==> src/hdl/http_request_head_parser_unit_assert.svh <==
// Assertion macros shared by the parser modules.
// Each macro takes a label, a property expression and a message string.
// The clocked forms sample on clk; the guarded form is disabled while rst is high.
`ifndef HTTP_REQUEST_HEAD_PARSER_UNIT_ASSERT_SVH
`define HTTP_REQUEST_HEAD_PARSER_UNIT_ASSERT_SVH

`ifndef SYNTH
`define HRP_ASSERT(lbl, prop, msg) \
  lbl: assert property (@(posedge clk) disable iff (rst) prop) else $error(msg);
`define HRP_ASSERT_ALWAYS(lbl, prop, msg) \
  lbl: assert property (@(posedge clk) prop) else $error(msg);
`else
`define HRP_ASSERT(lbl, prop, msg)
`define HRP_ASSERT_ALWAYS(lbl, prop, msg)
`endif

`endif

==> src/hdl/hrp_pkg.sv <==
`timescale 1ns / 1ps

package hrp_pkg;

  // Result kinds.
  localparam logic [2:0] K_METHOD   = 3'd0;
  localparam logic [2:0] K_PATH     = 3'd1;
  localparam logic [2:0] K_NAME     = 3'd2;
  localparam logic [2:0] K_VALUE    = 3'd3;
  localparam logic [2:0] K_HDONE    = 3'd4;
  localparam logic [2:0] K_HEAD_END = 3'd5;
  localparam logic [2:0] K_BODY     = 3'd6;
  localparam logic [2:0] K_ERROR    = 3'd7;

  // Parse phases.
  localparam logic [2:0] PH_METHOD  = 3'd0;
  localparam logic [2:0] PH_PATH    = 3'd1;
  localparam logic [2:0] PH_VERSION = 3'd2;
  localparam logic [2:0] PH_HNAME   = 3'd3;
  localparam logic [2:0] PH_HSKIP   = 3'd4;
  localparam logic [2:0] PH_HVALUE  = 3'd5;
  localparam logic [2:0] PH_BODY    = 3'd6;
  localparam logic [2:0] PH_ERROR   = 3'd7;

  // Special characters.
  localparam logic [7:0] CH_SP    = 8'h20;
  localparam logic [7:0] CH_COLON = 8'h3A;
  localparam logic [7:0] CH_CR    = 8'h0D;
  localparam logic [7:0] CH_LF    = 8'h0A;

  // Request line limit register.
  localparam int         LIMIT_W     = 11;
  localparam logic [LIMIT_W-1:0] LIMIT_RESET = 11'd1024;

  // Method table: names packed first character in the low byte.
  localparam int         N_METHODS   = 9;
  localparam logic [3:0] METHOD_NONE = 4'd9;
  localparam logic [63:0] METHOD_PACKED [N_METHODS] = '{
    64'h0000_0000_0054_4547,   // GET
    64'h0000_0000_5453_4F50,   // POST
    64'h0000_0000_0054_5550,   // PUT
    64'h0000_4554_454C_4544,   // DELETE
    64'h0000_0000_4441_4548,   // HEAD
    64'h0053_4E4F_4954_504F,   // OPTIONS
    64'h0000_0045_4341_5254,   // TRACE
    64'h0054_4345_4E4E_4F43,   // CONNECT
    64'h0000_0048_4354_4150    // PATCH
  };
  localparam logic [3:0] METHOD_LEN [N_METHODS] = '{
    4'd3, 4'd4, 4'd3, 4'd6, 4'd4, 4'd7, 4'd5, 4'd7, 4'd5
  };

  // Output queue geometry.
  localparam int Q_DEPTH = 4;
  localparam int Q_AW    = 2;
  localparam int Q_CW    = 3;

  // One result item.
  typedef struct packed {
    logic [2:0] kind;
    logic [7:0] data;
    logic [3:0] method_code;
    logic       last;
  } res_t;

  // Results produced by one byte, handed to the output queue.
  typedef struct packed {
    logic [1:0]       n;
    res_t [1:0]       res;
  } push_t;

endpackage

==> src/hdl/hrp_out_queue.sv <==
`timescale 1ns / 1ps
`include "http_request_head_parser_unit_assert.svh"

module hrp_out_queue import hrp_pkg::*; (
  input  logic  clk,
  input  logic  rst,
  input  push_t push,
  output logic  room,
  output logic  out_valid,
  input  logic  out_stall,
  output res_t  head
);

  logic [Q_AW-1:0] wr_ptr;
  logic [Q_AW-1:0] rd_ptr;
  logic [Q_CW-1:0] count;
  res_t            slots [Q_DEPTH];
  logic            pop;

  // Room means two free slots, enough for the worst case of one byte.
  assign out_valid = (count != '0);
  assign pop       = out_valid && !out_stall;
  assign room      = (count <= Q_CW'(Q_DEPTH - 2));
  assign head      = slots[rd_ptr];

  // Pointers and fill count.
  always_ff @(posedge clk) begin
    if (rst) begin
      wr_ptr <= '0;
      rd_ptr <= '0;
      count  <= '0;
    end else begin
      wr_ptr <= wr_ptr + Q_AW'(push.n);
      rd_ptr <= rd_ptr + Q_AW'(pop);
      count  <= count + Q_CW'(push.n) - Q_CW'(pop);
    end
  end

  // Up to two results are written per cycle.
  always_ff @(posedge clk) begin
    if (push.n != 2'd0) begin
      slots[wr_ptr] <= push.res[0];
    end
    if (push.n == 2'd2) begin
      slots[wr_ptr + Q_AW'(1)] <= push.res[1];
    end
  end

  `HRP_ASSERT(a_count_bound, count <= Q_CW'(Q_DEPTH), "queue overfilled")
  `HRP_ASSERT(a_push_room, push.n != 2'd0 |-> count <= Q_CW'(Q_DEPTH - 2), "push without room")
  `HRP_ASSERT_ALWAYS(a_count_track, !rst && !$past(rst) |-> count == $past(count) + Q_CW'($past(push.n)) - Q_CW'($past(pop)), "fill count mismatch")

endmodule

==> config.mk <==
export PLATFORM = sky130hd
export DESIGN_NAME = hrp_out_queue
export DESIGN_NICKNAME = d
export VERILOG_FILES = /design/src/hdl/hrp_pkg.sv /design/src/hdl/hrp_out_queue.sv
export VERILOG_INCLUDE_DIRS = /design/src /design/src/hdl
export SDC_FILE = /design/constraint.sdc
export NUM_CORES = 1
export LEC_CHECK = 0
export ABC_AREA = 0
export BUFFER_PORTS_ARGS = -buffer_cell sky130_fd_sc_hd__buf_2
export CAP_MARGIN = 20
export CORE_MARGIN = 2
export CORE_UTILIZATION = 59
export CTS_BUF_LIST = sky130_fd_sc_hd__clkbuf_4 sky130_fd_sc_hd__clkbuf_8
export DETAILED_ROUTE_END_ITERATION = 6
export PLACE_DENSITY_LB_ADDON = 0.05
export SYNTH_ARGS = -nofsm -noshare
export SYNTH_HDL_FRONTEND = slang
export SYNTH_SLANG_ARGS = --single-unit
==> constraint.sdc <==
create_clock -name clk -period 2.5 [get_ports clk]
set_clock_uncertainty 0.05 [all_clocks]
set_input_delay 0.25 -clock clk [delete_from_list [all_inputs] [get_ports clk]]
set_output_delay 0.25 -clock clk [all_outputs]
set_load 0.03 [all_outputs]
==> run summary, run 1 <==
Total power: 3506 µW
Switching power: 1054 µW
Cell breakdown of the critical path: buf_4 -> mux4_2 -> buf_2
Sequential share of the synthesized area: 57.52%
Total gr overflow: 0
Arr. time, crit path: 1.78 ns
Synth Warn #: 0
DP Area: 4001 µm²
H-tree Lvls: 3
Post-Synth Adder-Cell Area: 1.606%
Largest net degree at the start of global routing: 18
Setup-failing EPs final: 0
Sink Count: 71
Max clock buf depth: 2
Worst Setup Start Kind: flip-flop
Int Pwr: 2452 µW
Wirelength per Cell: 20.43 µm
Design area: 4218 µm²
Core footprint: 5886 µm²
Min cycle time layout: 2.082 ns
Simple-Gate Fraction of Synth Area: 4.223%
Initial antenna violation count: 0
Layout filler cell count: 433
Max-Slew Margin vs Limit: 65.16%
Synth unique cells: 32
GP Congestion: 0.7529
Clock slew at reported path FFs: 0.07 ns
Family with the most delay on the worst path: flip-flops
Largest family of logic cells by synthesized area: multiplexers
Hold crit path type: in -> reg
Cell count after synthesis: 205
Port Buf Inserts: 54
Post-synthesis mux area share: 31.41%
Crit path required time: 2.20 ns
Antenna cell count: 0
Status: finished, final reports clean
Detailed Route WL: 7211 µm
Setup CP Type: reg -> out
F_max: 480.3 MHz
Final Cycle Share: 83.28%
Die ar.: 6715 µm²
First-pass GRT wire length: 11010 µm
Final Hold Viols: 0
Max FO, Critical Path: 10
Switching share of power: 30.07%
Area growth, synth to finish: 17.66%
CTS tree: built
Most frequent cells in the layout: edfxtp_1, buf_2, mux2_2, mux4_2, buf_4
Initial Util: 60.91%
DP Wirelength: 4679 µm
Violation count after the first detailed-routing iteration: 148
Final core utilization: 71.66%
Seq cells post-synth: 71
Worst-Skew Late Latency: 0.33 ns
Pwr/cell area: 831.3 nW/µm²
RSZ-0062 raised after global routing: false
Cts bufs inserted: 9
Post-CTS Resized: 0
Hold-fix buffers at CTS: 0
I/O pin cnt: 55
Post-synthesis compound-gate area fraction: 1.257%
Nets: 314
Fin. max-slew vios: 0
Combinational share of power: 27.8%
Worst vdd ir: 693.7 µV
Number of vias per cell: 5.700
Commonest non-fill, non-tap cell in the layout: edfxtp_1
Vias in the first global route: 2068
Setup Buffers After CTS: 0
Seq pwr share: 43.3%
CTS root buffer: clkbuf_8
# DRC: 0
Chip width: 81.95 µm
Crit path buf inv count: 2
Slowest-stage cell, CP: dfxtp_1
GRT Total Usage: 23.75%
Syn_area_per_cell: 17.49 µm²
Leak: 0.001568 µW
CP Capture Type: output pin
Clock Power Share: 28.9%
Die Y: 81.95 µm
Antenna viol nets, final: 0
Delay of the slowest critical-path stage: 0.62 ns
Share of cells above drive strength 1: 59.71%
Worst-Margin Slew: 0.5226 ns
Syn Std Cell Area: 3585 µm²
DP Worst Slack: 0.5234 ns
TNS Setup: 0 ns
TritonRoute pass-1 iters: 4
Setup ws final: 0.4180 ns
Net count after synthesis: 246
Max cap viols: 0
Row Count: 28
Total number of vias: 2012
Post-synthesis xor/xnor area fraction: 0.7330%
worst paths after layout:
| check | startpoint | to | slack, ns | cells after the start |
|---|---|---|---|---|
| setup / recovery | rd_ptr[1]$_SDFF_PP0_ | head[15] | 0.42 | 3 |
| hold / removal | rst | rd_ptr[1]$_SDFF_PP0_ | 0.12 | 2 |
| setup reg to reg | count[0]$_SDFF_PP0_ | count[2]$_SDFF_PP0_ | 0.51 | 9 |
| hold reg to reg | count[2]$_SDFF_PP0_ | count[2]$_SDFF_PP0_ | 0.48 | 2 |
worst register-to-register path, stage by stage, from the launching register on:
cell     delay, ns
dfxtp_1       0.33
nor3_1        0.18
buf_4         0.16
or3_1         0.14
nand2_1       0.06
ha_1          0.19
fa_1          0.38
xor2_1        0.16
and2_1        0.16
nor3_1        0.11
registers in the layout, summed over array words and instances (netlist names):
register,flops
count,3
slots,64
wr_ptr,2
rd_ptr,2
kinds of logic after synthesis:
group,Yosys count
muxes,80
adders and majority gates,4
buffers and inverters,16
AOI/OAI and AO/OA,8
DFF,71
xor gates and xnor gates,3
and+or+nand+nor,23
cells in the mapped netlist, drive strengths merged:
library cell | number | area share (%)
o31ai | 1 | 0.21
mux2 | 64 | 21
nor2b | 5 | 0.94
nand3 | 1 | 0.28
and2 | 1 | 0.17
dfxtp | 7 | 3.9
nand2b | 1 | 0.17
clkbuf | 1 | 0.10
inv | 4 | 0.42
a21oi | 4 | 0.56
xnor2 | 1 | 0.24
nand2 | 2 | 0.21
xor2 | 2 | 0.49
fa | 1 | 0.56
and3b | 2 | 0.52
buf | 11 | 2.7
edfxtp | 64 | 54
or3 | 3 | 0.52
nor2 | 5 | 0.52
mux4 | 16 | 10
ha | 3 | 1.0
nor4 | 1 | 0.59
o21ai | 2 | 0.28
nor3 | 2 | 0.28
a21o | 1 | 0.21
through the flow:
stage | hold slack [ns] | std cells
floorplan | 0.2691 | 205
global placement | 0.4562 | 337
detailed placement | 0.4596 | 337
CTS | 0.1109 | 353
global route | 0.1227 | 353
finish | 0.1223 | 353
layout make-up:
class                   count  area [µm²]  area share [%]
clock buffers              10       131.4           3.115
clock inverters             6       85.08           2.017
inverters                   4       15.01          0.3560
multi-input cells         118        1423           33.73
flip-flops and latches     71        2062           48.89
well taps                  75       93.84           2.225
repair buffers             69       407.9           9.671
power groups by stage:
stage / sequential, µW / combinational [µW] / clock (µW)
2_1_floorplan: 1510 / 715 / 0
3_3_place_gp: 1540 / 971 / 0
3_5_place_dp: 1540 / 983 / 0
4_1_cts: 1520 / 991 / 1030
5_1_grt: 1530 / 1050 / 1070
6_report: 1520 / 976 / 1010
routing by layer:
metal	global-route usage, %	wire length, µm
met2	37.64	3600
met4	10.33	142
met1	31.82	3172
met3	5.055	295
met5	0	0
Note: power is estimated with default switching activity, not from simulation.
==> inputs of run 2 (changes only) <==
==> constraint.sdc (replaced) <==
create_clock -name clk -period 2 [get_ports clk]
set_clock_uncertainty 0.05 [all_clocks]
set_input_delay 0.2 -clock clk [delete_from_list [all_inputs] [get_ports clk]]
set_output_delay 0.2 -clock clk [all_outputs]
set_load 0.03 [all_outputs]
==> run summary, run 2 (synthesis results as in run 1) <==
Status: finished, final reports clean
Worst-Margin Slew: 0.9909 ns (+0.4683 ns)
Wirelength per Cell: 19.70 µm (-3.6%)
Antenna viol nets, final: 0 (unchanged)
Pwr/cell area: 1005 nW/µm² (+21%)
WL met3: 345 µm (+17%)
Area occupied by multi-input gates: 1443 µm² (+1.4%)
Commonest non-fill, non-tap cell in the layout: edfxtp_1
Worst Setup Start Kind: flip-flop
CTS tree: built
Max-Slew Margin vs Limit: 33.94% (-31 points)
Largest net degree at the start of global routing: 17 (-1)
Detailed Route WL: 7014 µm (-2.7%)
Cts bufs inserted: 9 (unchanged)
RSZ-0062 raised after global routing: false
Final core utilization: 72.11% (+0.45 points)
Met1 Routed Length: 2918 µm (-8.0%)
Setup CP Type: reg -> out
Core footprint: 5886 µm² (unchanged)
GP Congestion: 0.7373 (-2.1%)
Max cap viols: 0 (unchanged)
Row Count: 28 (unchanged)
Antenna cell count: 0 (unchanged)
Violation count after the first detailed-routing iteration: 162 (+9.5%)
Vias in the first global route: 2077 (+0.44%)
Met2 WL: 3633 µm (+0.92%)
TritonRoute pass-1 iters: 5 (+1)
Final Hold Viols: 0 (unchanged)
Clock slew at reported path FFs: 0.07 ns (about the same)
DP Wirelength: 4505 µm (-3.7%)
Number of vias per cell: 5.767 (+1.2%)
Layout filler cell count: 403 (-6.9%)
Worst-Skew Late Latency: 0.34 ns (about the same)
I/O pin cnt: 55 (unchanged)
F_max: 524.1 MHz
Cell breakdown of the critical path: buf_4 -> mux4_2 -> buf_2
Total gr overflow: 0 (unchanged)
Arr. time, crit path: 1.66 ns (-0.12 ns)
Crit path buf inv count: 2 (unchanged)
Most frequent cells in the layout: edfxtp_1, buf_2, mux2_2, mux4_2, buf_4
CP Capture Type: output pin
Fin. max-slew vios: 0 (unchanged)
Max FO, Critical Path: 9 (-1)
Final Cycle Share: 95.40%
Design area: 4244 µm² (+0.62%)
Crit path required time: 1.75 ns (-0.45 ns)
Hold crit path type: in -> reg
GRT Total Usage: 22.81% (-0.94 points)
Family with the most delay on the worst path: multiplexers
DP Area: 4036 µm² (+0.88%)
Total number of vias: 2053 (+2.0%)
Max reg flops: 64 (unchanged)
Chip width: 81.95 µm (unchanged)
FF+latch area: 2062 µm² (unchanged)
# DRC: 0 (unchanged)
Sink Count: 71 (unchanged)
CTS root buffer: clkbuf_8
TNS Setup: 0 ns (unchanged)
Initial Util: 60.91% (unchanged)
Area growth, synth to finish: 18.39%
Initial antenna violation count: 0 (unchanged)
Setup-failing EPs final: 0 (unchanged)
Share of cells above drive strength 1: 61.21% (+1.5 points)
Max clock buf depth: 2 (unchanged)
Leak: 0.001583 µW (+0.98%)
Top flop regs: slots (64), count (3)
Die Y: 81.95 µm (unchanged)
Nets: 317 (+0.96%)
Worst vdd ir: 850.5 µV (+23%)
Slowest-stage cell, CP: mux4_2
Port Buf Inserts: 54 (unchanged)
Hold-fix buffers at CTS: 0 (unchanged)
Die ar.: 6715 µm² (unchanged)
First-pass GRT wire length: 10650 µm (-3.2%)
Max Used Layer: met4
H-tree Lvls: 3 (unchanged)
Top reg by flops: slots
Min cycle time layout: 1.908 ns
Delay of the slowest critical-path stage: 0.54 ns (-0.08 ns)
run 2: cell count changes in the layout (fill, tap and decap cells not counted), sizes merged:
cell,delta
clkinv,+2
clkbuf,+1
buf,+3
bufinv,-1
clkinvlp,-2
run 2: what timing repair did:
action                     in CTS  in global routing
resized for setup               0                  4
setup endpoints to repair       0                  1
setup buffers                   0                  0
run 2: report_power, final:
part           switching, µW  leakage [µW]  internal (µW)  total [µW]
sequential              75.1      0.000658           1820        1890
clock                    515      0.000101            594        1110
combinational            706      0.000824            561        1270
total                   1300       0.00158           2970        4270
run 2: layout make-up:
| cell class | count | area share (%) |
|---|---|---|
| Tap cell | 75 | 2.211 |
| Timing Repair Buffer | 72 | 10.44 |
| Sequential cell | 71 | 48.58 |
| Clock inverter | 5 | 1.150 |
| Clock buffer | 11 | 3.272 |
| Multi-Input combinational cell | 118 | 33.99 |
| Inverter | 4 | 0.3538 |
run 2: final timing paths:
check                                           from                   end  slack [ns]  cells after the start
worst min-delay path                             rst  rd_ptr[0]$_SDFF_PP0_        0.06                      2
worst max-delay path            rd_ptr[0]$_SDFF_PP0_              head[14]        0.09                      3
worst min register to register   count[2]$_SDFF_PP0_   count[2]$_SDFF_PP0_        0.50                      2
worst max register to register   count[0]$_SDFF_PP0_   count[2]$_SDFF_PP0_        0.10                      8
run 2: layer usage:
layer	up-vias	GRT usage (%)
met5	-	0
met4	0	6.667
met3	11	6.264
met2	66	37.72
met1	1030	29.66
li1	946	-
run 2: metrics by stage:
step / instances / power, µW / hold slack, ns / setup WS [ns]
2_1_floorplan: 205 / 2778 / 0.2191 / 0.03589
3_3_place_gp: 340 / 3137 / 0.4212 / 0.1444
3_5_place_dp: 340 / 3158 / 0.4157 / 0.04195
4_1_cts: 356 / 4259 / 0.04807 / 0.04056
5_1_grt: 356 / 4454 / 0.05242 / 0.002119
6_report: 356 / 4267 / 0.05875 / 0.09198
